<file path="src/hw/rtl/tpws_pkg.sv">
// shared types and constants for the tick prescaler with wakeup slots
package tpws_pkg;

   // default sizes handed to the top level
   localparam int WAKEUP_SLOTS_DEFAULT = 8;
   localparam int TICK_BITS_DEFAULT    = 48;

   // fixed field widths
   localparam int TPS_BITS       = 20;
   localparam int MILLI_BITS     = 10;
   localparam int PERIOD_BITS    = 36;
   localparam int CSR_INDEX_BITS = 2;
   localparam int CSR_DATA_BITS  = 32;

   // reset values of frequency and countdowns
   localparam logic [TPS_BITS-1:0]   TPS_RESET   = 20'd1000;
   localparam logic [MILLI_BITS-1:0] MILLI_RESET = 10'd1;

   // divide by 1000 as multiply by ceil(2^30 / 1000), exact for 20-bit values
   localparam int                 MS_SHIFT        = 30;
   localparam int                 RECIP_PROD_BITS = 41;
   localparam logic [20:0]        MS_RECIP        = 21'd1073742;

   // register indexes of the configuration port
   localparam logic [CSR_INDEX_BITS-1:0] CSR_TPS    = 2'd0;
   localparam logic [CSR_INDEX_BITS-1:0] CSR_ENABLE = 2'd1;
   localparam logic [CSR_INDEX_BITS-1:0] CSR_TOD    = 2'd2;

   // item opcodes
   typedef enum logic {
      OP_TICK = 1'b0,
      OP_ARM  = 1'b1
   } opcode_type;

   // slot table write controls
   typedef struct packed {
      logic deadline_we;
      logic arm_we;
   } slot_wr_type;

endpackage

</file>
<file path="src/hw/rtl/tpws_alu.sv">
// shared add and compare unit for deadline and tick count arithmetic
module tpws_alu #(
   parameter int TICK_BITS = tpws_pkg::TICK_BITS_DEFAULT
) (
   input  logic [TICK_BITS-1:0] a,
   input  logic [TICK_BITS-1:0] add_b,
   input  logic [TICK_BITS-1:0] cmp_b,
   output logic [TICK_BITS-1:0] sum,
   output logic                 a_ge
);

   // wrapping add for arm, re-arm and increment
   assign sum = a + add_b;

   // unsigned deadline check
   assign a_ge = (a >= cmp_b);

endmodule

</file>
<file path="src/hw/rtl/tpws_slots.sv">
// wakeup slot table: deadlines, frozen periods and armed bits
module tpws_slots #(
   parameter int WAKEUP_SLOTS = tpws_pkg::WAKEUP_SLOTS_DEFAULT,
   parameter int TICK_BITS    = tpws_pkg::TICK_BITS_DEFAULT,
   parameter int IDX_BITS     = (WAKEUP_SLOTS > 1) ? $clog2(WAKEUP_SLOTS) : 1
) (
   input  logic                               clock,
   input  logic                               reset,
   input  tpws_pkg::slot_wr_type              wr_ctl,
   input  logic [IDX_BITS-1:0]                wr_idx,
   input  logic [TICK_BITS-1:0]               wr_deadline,
   input  logic [tpws_pkg::PERIOD_BITS-1:0]   wr_period,
   input  logic [IDX_BITS-1:0]                rd_idx,
   output logic [TICK_BITS-1:0]               rd_deadline,
   output logic [tpws_pkg::PERIOD_BITS-1:0]   rd_period,
   output logic                               rd_armed
);
   import tpws_pkg::*;

   logic [TICK_BITS-1:0]   deadline_ff [WAKEUP_SLOTS];
   logic [PERIOD_BITS-1:0] period_ff   [WAKEUP_SLOTS];
   logic [WAKEUP_SLOTS-1:0] armed_ff;

   // armed bits, cleared at reset
   always_ff @(posedge clock) begin
      if (reset) begin
         armed_ff <= '0;
      end else if (wr_ctl.arm_we) begin
         armed_ff[wr_idx] <= 1'b1;
      end
   end

   // deadline and period storage
   always_ff @(posedge clock) begin
      if (wr_ctl.deadline_we) begin
         deadline_ff[wr_idx] <= wr_deadline;
      end
      if (wr_ctl.arm_we) begin
         period_ff[wr_idx] <= wr_period;
      end
   end

   // one read port walked by the sequencer
   assign rd_deadline = deadline_ff[rd_idx];
   assign rd_period   = period_ff[rd_idx];
   assign rd_armed    = armed_ff[rd_idx];

endmodule

</file>
<file path="src/hw/rtl/tick_prescaler_with_wakeup_slots.sv">
// top level: tick prescaler with periodic wakeup slots
//
// Items enter on the req_ channel (valid/stall). Opcode tick advances the
// prescaler when the timer is enabled; opcode arm loads a wakeup slot with a
// period of whole seconds. Every item yields exactly one result on the rsp_
// channel with the event flags, the fired-slot mask and the counts after it.
// Configuration is a plain write port (csr_we, csr_index, csr_wdata); writes
// must go in only while the block is idle, a rule the block leaves to the user.
// Sequence: an enabled tick walks all WAKEUP_SLOTS slots in turn, since one
// add/compare unit checks one slot per cycle, then the countdowns and tick
// count are updated. An arm goes through multiply, add and result, a disabled
// tick straight to the result. One item is in flight at a time; req_stall is
// high while it is worked on, and the next item is taken the cycle after the
// result is loaded.
// The result sits in an output register: a stalled receiver holds it, the
// next item may already be taken, and its result waits until the register
// frees up. Reset clears all counts, disarms every slot, sets the frequency
// to 1000 and leaves the timer disabled; the first item can enter right away.
module tick_prescaler_with_wakeup_slots #(
   parameter int WAKEUP_SLOTS = tpws_pkg::WAKEUP_SLOTS_DEFAULT,
   parameter int TICK_BITS    = tpws_pkg::TICK_BITS_DEFAULT
) (
   input  logic                                  clock,
   input  logic                                  reset,
   // configuration
   input  logic                                  csr_we,
   input  logic [tpws_pkg::CSR_INDEX_BITS-1:0]   csr_index,
   input  logic [tpws_pkg::CSR_DATA_BITS-1:0]    csr_wdata,
   // input items
   input  logic                                  req_valid,
   output logic                                  req_stall,
   input  logic                                  req_opcode,
   input  logic                                  req_process_running,
   input  logic [2:0]                            req_slot_index,
   input  logic [15:0]                           req_period_seconds,
   // result items
   output logic                                  rsp_valid,
   input  logic                                  rsp_stall,
   output logic                                  rsp_ms_tick,
   output logic                                  rsp_second_tick,
   output logic                                  rsp_process_tick,
   output logic [7:0]                            rsp_wakeup_fired,
   output logic [31:0]                           rsp_ms_count,
   output logic [31:0]                           rsp_seconds_count,
   output logic [31:0]                           rsp_time_of_day,
   output logic [47:0]                           rsp_tick_total
);
   import tpws_pkg::*;

   localparam int IDX_BITS = (WAKEUP_SLOTS > 1) ? $clog2(WAKEUP_SLOTS) : 1;

   typedef enum logic [2:0] {
      ST_IDLE,
      ST_ARM_MUL,
      ST_ARM_ADD,
      ST_SCAN,
      ST_COUNT,
      ST_FINISH
   } state_type;

   state_type               state_ff;
   logic [IDX_BITS-1:0]     idx_ff;
   opcode_type              opcode_ff;
   logic                    running_ff;
   logic [2:0]              slot_ff;
   logic [15:0]             period_ff;
   logic [PERIOD_BITS-1:0]  product_ff;

   logic [TPS_BITS-1:0]     tps_ff;
   logic [MILLI_BITS-1:0]   reload_ff;
   logic                    enable_ff;
   logic [TICK_BITS-1:0]    tick_ff;
   logic [TPS_BITS-1:0]     sec_cd_ff;
   logic [MILLI_BITS-1:0]   milli_cd_ff;
   logic [31:0]             milli_total_ff;
   logic [31:0]             second_total_ff;
   logic [31:0]             clock_ff;

   logic [WAKEUP_SLOTS-1:0] fired_ff;
   logic                    ms_flag_ff;
   logic                    sec_flag_ff;
   logic                    proc_flag_ff;

   logic                    rsp_valid_ff;
   logic                    rsp_ms_tick_ff;
   logic                    rsp_second_tick_ff;
   logic                    rsp_process_tick_ff;
   logic [7:0]              rsp_wakeup_fired_ff;
   logic [31:0]             rsp_ms_count_ff;
   logic [31:0]             rsp_seconds_count_ff;
   logic [31:0]             rsp_time_of_day_ff;
   logic [47:0]             rsp_tick_total_ff;

   logic [RECIP_PROD_BITS-1:0] recip_prod;
   logic [MILLI_BITS-1:0]      reload_in;
   logic                       milli_zero;
   logic                       sec_zero;
   logic [MILLI_BITS-1:0]      milli_cd_in;
   logic [TPS_BITS-1:0]        sec_cd_in;

   logic [63:0]             period_ext;
   logic [63:0]             product_ext;
   logic [63:0]             tick_ext;
   logic [39:0]             fired_ext;
   logic [31:0]             slot_ext;
   logic                    slot_ok;
   logic                    slot_hit;
   logic                    out_free;

   logic [TICK_BITS-1:0]    add_b;
   logic [TICK_BITS-1:0]    alu_sum;
   logic                    alu_ge;

   slot_wr_type             slot_wr;
   logic [IDX_BITS-1:0]     wr_idx;
   logic [TICK_BITS-1:0]    rd_deadline;
   logic [PERIOD_BITS-1:0]  rd_period;
   logic                    rd_armed;

   // frequency divided by 1000 for the millisecond reload
   assign recip_prod = RECIP_PROD_BITS'(csr_wdata[TPS_BITS-1:0])
                     * RECIP_PROD_BITS'(MS_RECIP);
   assign reload_in  = recip_prod[MS_SHIFT +: MILLI_BITS];

   // countdown next values, reloading on expiry
   assign milli_zero  = (milli_cd_ff == '0);
   assign sec_zero    = (sec_cd_ff == '0);
   assign milli_cd_in = MILLI_BITS'((milli_zero ? reload_ff : milli_cd_ff) - 1'b1);
   assign sec_cd_in   = TPS_BITS'((sec_zero ? tps_ff : sec_cd_ff) - 1'b1);

   // width adaptation of stored values
   assign period_ext  = 64'(rd_period);
   assign product_ext = 64'(product_ff);
   assign tick_ext    = 64'(tick_ff);
   assign fired_ext   = 40'(fired_ff);
   assign slot_ext    = 32'(slot_ff);
   assign slot_ok     = (slot_ext < 32'(WAKEUP_SLOTS));

   // operand select for the shared unit
   always_comb begin
      add_b = TICK_BITS'(1);
      case (state_ff)
         ST_SCAN:    add_b = period_ext[TICK_BITS-1:0];
         ST_ARM_ADD: add_b = product_ext[TICK_BITS-1:0];
         default:    add_b = TICK_BITS'(1);
      endcase
   end

   tpws_alu #(
      .TICK_BITS (TICK_BITS)
   ) u_alu (
      .a     (tick_ff),
      .add_b (add_b),
      .cmp_b (rd_deadline),
      .sum   (alu_sum),
      .a_ge  (alu_ge)
   );

   // slot table writes: re-arm on a hit, full load on an arm item
   assign slot_hit            = (state_ff == ST_SCAN) && rd_armed && alu_ge;
   assign slot_wr.arm_we      = (state_ff == ST_ARM_ADD) && slot_ok;
   assign slot_wr.deadline_we = slot_hit || slot_wr.arm_we;
   assign wr_idx              = (state_ff == ST_SCAN) ? idx_ff : slot_ext[IDX_BITS-1:0];

   tpws_slots #(
      .WAKEUP_SLOTS (WAKEUP_SLOTS),
      .TICK_BITS    (TICK_BITS),
      .IDX_BITS     (IDX_BITS)
   ) u_slots (
      .clock       (clock),
      .reset       (reset),
      .wr_ctl      (slot_wr),
      .wr_idx      (wr_idx),
      .wr_deadline (alu_sum),
      .wr_period   (product_ff),
      .rd_idx      (idx_ff),
      .rd_deadline (rd_deadline),
      .rd_period   (rd_period),
      .rd_armed    (rd_armed)
   );

   assign out_free = !rsp_valid_ff || !rsp_stall;

   // sequencer, counters, configuration and result register
   always_ff @(posedge clock) begin
      if (reset) begin
         state_ff        <= ST_IDLE;
         idx_ff          <= '0;
         tps_ff          <= TPS_RESET;
         reload_ff       <= MILLI_RESET;
         enable_ff       <= 1'b0;
         tick_ff         <= '0;
         sec_cd_ff       <= TPS_RESET;
         milli_cd_ff     <= MILLI_RESET;
         milli_total_ff  <= '0;
         second_total_ff <= '0;
         clock_ff        <= '0;
         rsp_valid_ff    <= 1'b0;
      end else begin
         // receiver took the result
         if (rsp_valid_ff && !rsp_stall) begin
            rsp_valid_ff <= 1'b0;
         end

         unique case (state_ff)
            ST_IDLE: begin
               if (req_valid) begin
                  opcode_ff    <= opcode_type'(req_opcode);
                  running_ff   <= req_process_running;
                  slot_ff      <= req_slot_index;
                  period_ff    <= req_period_seconds;
                  idx_ff       <= '0;
                  fired_ff     <= '0;
                  ms_flag_ff   <= 1'b0;
                  sec_flag_ff  <= 1'b0;
                  proc_flag_ff <= 1'b0;
                  if (opcode_type'(req_opcode) == OP_ARM) begin
                     state_ff <= ST_ARM_MUL;
                  end else if (enable_ff) begin
                     state_ff <= ST_SCAN;
                  end else begin
                     state_ff <= ST_FINISH;
                  end
               end
            end
            ST_ARM_MUL: begin
               product_ff <= PERIOD_BITS'(tps_ff) * PERIOD_BITS'(period_ff);
               state_ff   <= ST_ARM_ADD;
            end
            ST_ARM_ADD: begin
               state_ff <= ST_FINISH;
            end
            ST_SCAN: begin
               if (slot_hit) begin
                  fired_ff[idx_ff] <= 1'b1;
               end
               if (idx_ff == IDX_BITS'(WAKEUP_SLOTS - 1)) begin
                  state_ff <= ST_COUNT;
               end else begin
                  idx_ff <= idx_ff + 1'b1;
               end
            end
            ST_COUNT: begin
               if (milli_zero) begin
                  milli_total_ff <= milli_total_ff + 32'd1;
                  ms_flag_ff     <= 1'b1;
                  proc_flag_ff   <= running_ff;
               end
               if (sec_zero) begin
                  second_total_ff <= second_total_ff + 32'd1;
                  clock_ff        <= clock_ff + 32'd1;
                  sec_flag_ff     <= 1'b1;
               end
               milli_cd_ff <= milli_cd_in;
               sec_cd_ff   <= sec_cd_in;
               tick_ff     <= alu_sum;
               state_ff    <= ST_FINISH;
            end
            ST_FINISH: begin
               if (out_free) begin
                  rsp_valid_ff         <= 1'b1;
                  rsp_ms_tick_ff       <= ms_flag_ff;
                  rsp_second_tick_ff   <= sec_flag_ff;
                  rsp_process_tick_ff  <= proc_flag_ff;
                  rsp_wakeup_fired_ff  <= fired_ext[7:0];
                  rsp_ms_count_ff      <= milli_total_ff;
                  rsp_seconds_count_ff <= second_total_ff;
                  rsp_time_of_day_ff   <= clock_ff;
                  rsp_tick_total_ff    <= tick_ext[47:0];
                  state_ff             <= ST_IDLE;
               end
            end
            default: state_ff <= ST_IDLE;
         endcase

         // configuration writes, which the user must make only while idle; unchecked here
         if (csr_we) begin
            unique case (csr_index)
               CSR_TPS: begin
                  tps_ff      <= csr_wdata[TPS_BITS-1:0];
                  reload_ff   <= reload_in;
                  sec_cd_ff   <= csr_wdata[TPS_BITS-1:0];
                  milli_cd_ff <= reload_in;
                  tick_ff     <= '0;
               end
               CSR_ENABLE: enable_ff <= csr_wdata[0];
               CSR_TOD:    clock_ff  <= csr_wdata;
               default: ;
            endcase
         end
      end
   end

   // port drive
   assign req_stall         = (state_ff != ST_IDLE);
   assign rsp_valid         = rsp_valid_ff;
   assign rsp_ms_tick       = rsp_ms_tick_ff;
   assign rsp_second_tick   = rsp_second_tick_ff;
   assign rsp_process_tick  = rsp_process_tick_ff;
   assign rsp_wakeup_fired  = rsp_wakeup_fired_ff;
   assign rsp_ms_count      = rsp_ms_count_ff;
   assign rsp_seconds_count = rsp_seconds_count_ff;
   assign rsp_time_of_day   = rsp_time_of_day_ff;
   assign rsp_tick_total    = rsp_tick_total_ff;

   // an accepted item always starts work
   a_accept_starts: assert property (@(posedge clock) disable iff (reset)
      req_valid && !req_stall |=> state_ff != ST_IDLE)
      else $error("accepted item did not leave idle");

   // a process tick only comes with a millisecond tick
   a_proc_needs_ms: assert property (@(posedge clock) disable iff (reset)
      rsp_valid_ff |-> (!rsp_process_tick_ff || rsp_ms_tick_ff))
      else $error("process tick without millisecond tick");

   // an arm item reports no events
   a_arm_no_events: assert property (@(posedge clock) disable iff (reset)
      state_ff == ST_FINISH && opcode_ff == OP_ARM
      |-> fired_ff == '0 && !ms_flag_ff && !sec_flag_ff && !proc_flag_ff)
      else $error("arm item carries events");

   // slot walk stays inside the table
   a_scan_in_range: assert property (@(posedge clock) disable iff (reset)
      state_ff == ST_SCAN |-> 32'(idx_ff) < 32'(WAKEUP_SLOTS))
      else $error("slot walk out of range");

   // a new result only comes out of the finish step
   a_result_from_finish: assert property (@(posedge clock) disable iff (reset)
      $rose(rsp_valid_ff) |-> $past(state_ff) == ST_FINISH)
      else $error("result loaded outside finish step");

endmodule
</file>
<file path="config.mk">
export PLATFORM = sky130hd
export DESIGN_NAME = tick_prescaler_with_wakeup_slots
export DESIGN_NICKNAME = d
export VERILOG_FILES = /design/src/hw/rtl/tpws_pkg.sv /design/src/hw/rtl/tpws_alu.sv /design/src/hw/rtl/tpws_slots.sv /design/src/hw/rtl/tick_prescaler_with_wakeup_slots.sv
export SDC_FILE = /design/constraint.sdc
export NUM_CORES = 2
export LEC_CHECK = 0
export ABC_CLOCK_PERIOD_IN_PS = 30100
export BUFFER_PORTS_ARGS = -buffer_cell sky130_fd_sc_hd__clkbuf_2
export CAP_MARGIN = 20
export CORE_ASPECT_RATIO = 0.7
export CORE_UTILIZATION = 45
export CTS_BUF_LIST = sky130_fd_sc_hd__clkbuf_2
export DETAILED_ROUTE_END_ITERATION = 16
export GPL_ROUTABILITY_DRIVEN = 0
export PLACE_DENSITY = 0.6
export SYNTH_ARGS = -nofsm -noshare
export SYNTH_HDL_FRONTEND = slang
export SYNTH_SLANG_ARGS = --single-unit
</file>
<file path="constraint.sdc">
create_clock -name clock -period 30.1 [get_ports clock]
set_input_delay 4.515 -clock clock [delete_from_list [all_inputs] [get_ports clock]]
set_output_delay 4.515 -clock clock [all_outputs]
set_load 0.02 [all_outputs]
</file>
After elaboration in Yosys (flattened, before gate mapping). Memory sizes are Yosys's and may differ from the RTL's. A register that Yosys moved wholly into a read port is not among the register bits. Index checks and enable logic that the tools add are counted.

Flip-flop bits (word level): 442. Memories: 2. Memory bits (writable): 672. Output and inout port bits: 157.

Memory list: u_slots.deadline_ff (words 8, width 48, rd ports 1, clocked after memory_dff 1, write ports 1, line tpws_slots.sv:20) `logic [TICK_BITS-1:0] deadline_ff [WAKEUP_SLOTS];`; u_slots.period_ff (words 8, width 36, rd ports 1, clocked after memory_dff 1, write ports 1, line tpws_slots.sv:21) `logic [PERIOD_BITS-1:0] period_ff [WAKEUP_SLOTS];`.

Mux-type cells: 53. $add $sub $neg: 7. Magnitude comparators: 6. Eq/ne operators: 15. $mul: 2. Bitwise gates (word level): 3. Reduce and logical (&&, ||, !) cells: 30.

Operators by type and width (count): two-way mux 48 bit (3); two-way mux 32 bit (4); adder 32 x 1 -> 32 bit (second input constant) (3); two-way mux 20 bit (4); one-hot mux 36 bit (2 select lines) (1); adder 48 x 36 -> 48 bit (1); >= comparator 48 bit (1); two-way mux 10 bit (4); multiplier 20 x 20 -> 39 bit (second input constant) (1); multiplier 20 x 16 -> 36 bit (1); two-way mux 3 bit (12); logical NOT 20 bit (1); subtractor 20 x 1 -> 20 bit (second input constant) (1); two-way mux 8 bit (2); bitwise OR 8 bit (2); one-hot mux 8 bit (2 select lines) (1); one-hot mux 3 bit (5 select lines) (1); two-way mux 1 bit (14); < comparator 3 x 4 -> 1 bit (second input constant) (3); inequality test 2 bit (second input constant) (6); AND reduction 3 bit (4); AND reduction 4 bit (3); logical NOT 10 bit (1); AND reduction 2 bit (5); other kinds (22) (37).

Logic depth before layout (Yosys ltp).
Depth in word-level cells: 7. Mapped depth: 25.

Cells and area by module. Synthesis repeated with hierarchy kept, for this count alone.

Cell total of the unflattened synthesis: 4874. Area total of the unflattened synthesis: 61934.4 sq um.

By module, submodules not included: tick_prescaler_with_wakeup_slots (instances 1, cells an instance 3272, area an instance 32184.6 sq um, sequential area each 10910.5 sq um); tpws_slots (instances 1, cells an instance 1032, area an instance 25665.9 sq um, sequential area each 20339.5 sq um); tpws_alu (instances 1, cells an instance 570, area an instance 4083.9 sq um, sequential area each 0.0 sq um).

Least setup slack after synthesis. OpenSTA, ideal clock, no wires.

Path kind: input to register. Start: in reset. End: reg rsp_ms_count_ff[0], in the netlist rsp_ms_count[0] (enable). Slack: 13030 ps. Stages on the path: 3. Buffers on the path: 2. Arrival: 16179 ps. Cell sequence: clkbuf_1 > clkbuf_1 > nor3b_1.

Cells in the longest elaborated chain, start to end: 2.

RTL lines: from (decl) (line tick_prescaler_with_wakeup_slots.sv:24) `input logic reset,`; inverter 1 bit (no line); AND reduction 3 bit (no line); to (signal assigned) (line tick_prescaler_with_wakeup_slots.sv:266) `rsp_ms_count_ff <= milli_total_ff;`; to (decl) (line tick_prescaler_with_wakeup_slots.sv:89) `logic [31:0] rsp_ms_count_ff;`.

No other way between the ends. A chain may end at the register's enable or synchronous reset.

Worst setup path in the final report.
Start: in csr_wdata[0] (netlist bit). End: reg milli_cd_ff[6].

Cells in the longest elaborated chain, start to end: 3.

RTL lines: from (decl) (line tick_prescaler_with_wakeup_slots.sv:28) `input logic [tpws_pkg::CSR_DATA_BITS-1:0] csr_wdata,`; multiplier 20 x 20 -> 39 bit (line tick_prescaler_with_wakeup_slots.sv:122) `* RECIP_PROD_BITS'(MS_RECIP);`; two-way mux 10 bit (line tick_prescaler_with_wakeup_slots.sv:278) `unique case (csr_index)`; two-way mux 10 bit (line tick_prescaler_with_wakeup_slots.sv:277) `if (csr_we) begin`; to (signal assigned) (line tick_prescaler_with_wakeup_slots.sv:254) `milli_cd_ff <= milli_cd_in;`; to (signal assigned) (line tick_prescaler_with_wakeup_slots.sv:283) `milli_cd_ff <= reload_in;`; to (decl) (line tick_prescaler_with_wakeup_slots.sv:74) `logic [MILLI_BITS-1:0] milli_cd_ff;`.

No other way between the ends.

==> impl_metrics.tcl <==
set metrics [dict create \
    status "finished, final reports clean" \
    synthFlopType "edfxtp_1" \
    worstSetupEndpoint "milli_cd_ff[6]" \
    cp.depth 21 \
    crit_chain "clkbuf_2 -> ha_1 -> ha_1 -> inv_1 -> fa_1 -> inv_1 -> ha_1 -> fa_1 -> inv_1 -> fa_1 -> fa_1 -> inv_1 -> ha_1 -> a211oi_1 -> o21ai_0 -> a221oi_1 -> o211ai_1 -> a41oi_1 -> a21oi_1 -> xor2_1 -> a22o_1" \
    synth_seq_cells 1117 \
    worstPathRequired_ns 31.62 \
    maxCapViolations 0 \
    grt_pass1_wl_um 245000 \
    path_delay_family "adder cells" \
    worstMarginPinSlew_ns 1.17 \
    instances_no_fill 7107 \
    portBuffers 216 \
    wl_per_cell_um 22.4 \
    rows 112 \
    netlist_area_um2 61200 \
    endpoint_kind "flip-flop" \
    grtUsageMet3 0.0527 \
    yosysUniqueCellTypes 89 \
    cts_tree "done" \
    async_flop_share 0 \
    fmax_mhz 112 \
    layout_commonest_cell "edfxtp_1" \
    cts_resized 0 \
    antenna_found_initial 6 \
    fin_crit_sh 0.296 \
    relSlewSlack 0.222 \
    grt_use_total 0.234 \
    htree_levels 5 \
    fp.dieW_um 443 \
    arrival_ns 10.44 \
    vias 39100 \
    slowest_delay_ns 0.78 \
    place_hpwl_um 107000 \
    cts_setup_buffers 0 \
    synthCells 4765 \
    startpoint "csr_wdata[0]" \
    yosys_warnings 0 \
    hold_viol 0 \
    min_period_ns 8.92 \
    busiest_layer "met1" \
    cts_buffers 291 \
    path_clk_slew_ns 0.11 \
    final_cell_mix "edfxtp_1 (894), clkbuf_2 (640), inv_1 (489)" \
    core-area_um2 134000 \
    slowest_stage "a221oi_1" \
    grt_overflow 0 \
    r2r_start "tps_ff[5]" \
    reg2reg_to "product_ff[30]" \
    ctsRootBufferMaster "clkbuf_2" \
    clock_latency_ns 1.66 \
    ant_nets 0 \
    first_iter_violations 3405 \
    area_growth_pct 9.37 \
    fin_nets 5895 \
    route.detailed.drc 0 \
    hp-class "flip-flop to flip-flop" \
    numClockSinks 1117 \
    p_leak_nw 26.7 \
    synth_nets 5529 \
    drive_gt1_frac 0.181 \
    cp-start-kind "input pin" \
    drv_slew 0 \
    die_area_um2 137000 \
    pin_count 217 \
    ir_drop_uv 86.6 \
    use_met2 0.328 \
    rsz0062_at_grt "no" \
    ctsHoldBuffers 0 \
    start_util 0.456 \
    power.density_nw_per_um2 69.6 \
    r2r_setup_slack_ns 22.38 \
    synth_seq_area_share 0.512 \
    r2r_cells 21 \
    dr.pass1.iters 5 \
    grt_max_degree 101 \
    clock_path_buffers 4 \
    die_h_um 311 \
    final.setup.tns_ns 0 \
    crit_fanout 9 \
    setup-violations-final 0 \
    drt-total-wl_um 159000 \
    synth_edf_count 894 \
    grtUsageMet1 0.363 \
    dp.cells 6605 \
    critPathBufInv 5 \
    drt-vias-per-instance 5.50 \
    final.setup_skew_ns 0.146 \
    path_class "input pin to flip-flop" \
    synth.avg_cell_area_um2 12.8 \
    grt_pass1_vias 39700 \
]
area by class of cell:
type / count / area, um^2
tap: 1767 / 2210
multi-input combinational: 2937 / 27400
clock buffer: 425 / 2130
clock inverter: 68 / 348
inverter: 491 / 1840
antenna: 9 / 22.5
fill: 11800 / 67200
sequential: 1117 / 31300
timing repair buffer: 293 / 1680
how the worst min path moves through the flow:
stage | start | endpoint | slack [ns] | cells past startpoint
6_report | ms_flag_ff | rsp_ms_tick | 0.43 | 0
5_1_grt | ms_flag_ff | rsp_ms_tick | 0.44 | 0
4_1_cts | clock_ff[17] | rsp_time_of_day[17] | 0.41 | 0
3_5_place_dp | ms_flag_ff | rsp_ms_tick | 0.42 | 0
3_3_place_gp | ms_flag_ff | rsp_ms_tick | 0.43 | 0
2_1_floorplan | ms_flag_ff | rsp_ms_tick | 0.40 | 0
kinds of logic after synthesis:
family / after synthesis / synth area share
multiplexers: 267 / 0.0785
AO/OA/AOI/OAI: 621 / 0.0645
AND/OR/NAND/NOR: 1175 / 0.0916
adder cells (fa/ha/maj): 704 / 0.185
buffers and inverters: 711 / 0.0442
XOR/XNOR: 170 / 0.0243
flip-flops: 1117 / 0.512
sequential cells by signal, indices dropped and copies added, names as in the netlist, 36 cells and up, named ones only:
register,flops
u_slots.period_ff,288
tick_ff,48
product_ff,36
u_slots.deadline_ff,384
rsp_tick_total,48
metal layers:
layer	share of wire	vias to the layer above	wire length, um
met2	0.41	1407	66200
li1	-	17800	-
met1	0.49	19600	77700
met5	0.000044	-	7
met3	0.080	217	12700
met4	0.018	2	2890
worst register-to-register path, stage by stage, from the launching register on:
cell	delay (ns)
dfxtp_1	1.00
nand2_1	0.18
fa_1	0.54
inv_1	0.06
fa_1	0.51
inv_1	0.06
fa_1	0.54
inv_1	0.06
fa_1	0.51
fa_1	0.54
inv_1	0.06
fa_1	0.58
inv_1	0.07
ha_1	0.38
nand2_1	0.08
a21oi_1	0.15
o21ai_0	0.30
o31a_1	0.51
o41ai_1	0.70
o21ai_0	0.21
nand2b_1	0.12
xor2_1	0.35
where the power goes:
part	leakage [nW]	switching [mW]	internal (mW)	total, mW
logic	14.8	1.09	0.642	1.73
clock network	1.95	0.622	0.400	1.02
registers	10.0	0.0744	1.83	1.90
Yosys cell counts, types with 53 or more instances:
library cell | count | area [um^2]
xor2_1 | 89 | 780
a21oi_1 | 206 | 1030
xnor2_1 | 81 | 709
nand3_1 | 53 | 265
edfxtp_1 | 894 | 26800
mux2i_1 | 96 | 961
o21ai_0 | 102 | 510
and2_1 | 165 | 1030
ha_1 | 368 | 4600
nor2_1 | 274 | 1030
a21o_1 | 73 | 548
mux4_2 | 170 | 3830
nand2_1 | 448 | 1680
dfxtp_1 | 223 | 4460
clkbuf_1 | 180 | 676
inv_1 | 489 | 1840
fa_1 | 336 | 6730
a211oi_1 | 71 | 533
metrics by stage:
step	setup slack (ns)	total power, mW	util	area, um^2	hold WS (ns)
after floorplan	13.03	3.09	-	61200	0.400
after global placement	19.68	3.62	0.480	64400	0.427
after detailed placement	19.63	3.64	0.480	64400	0.416
after CTS	21.50	4.68	0.499	66900	0.410
after global routing	21.13	4.99	0.499	66900	0.437
final	21.18	4.66	0.499	66900	0.428
(Power assumes the default switching activity.)
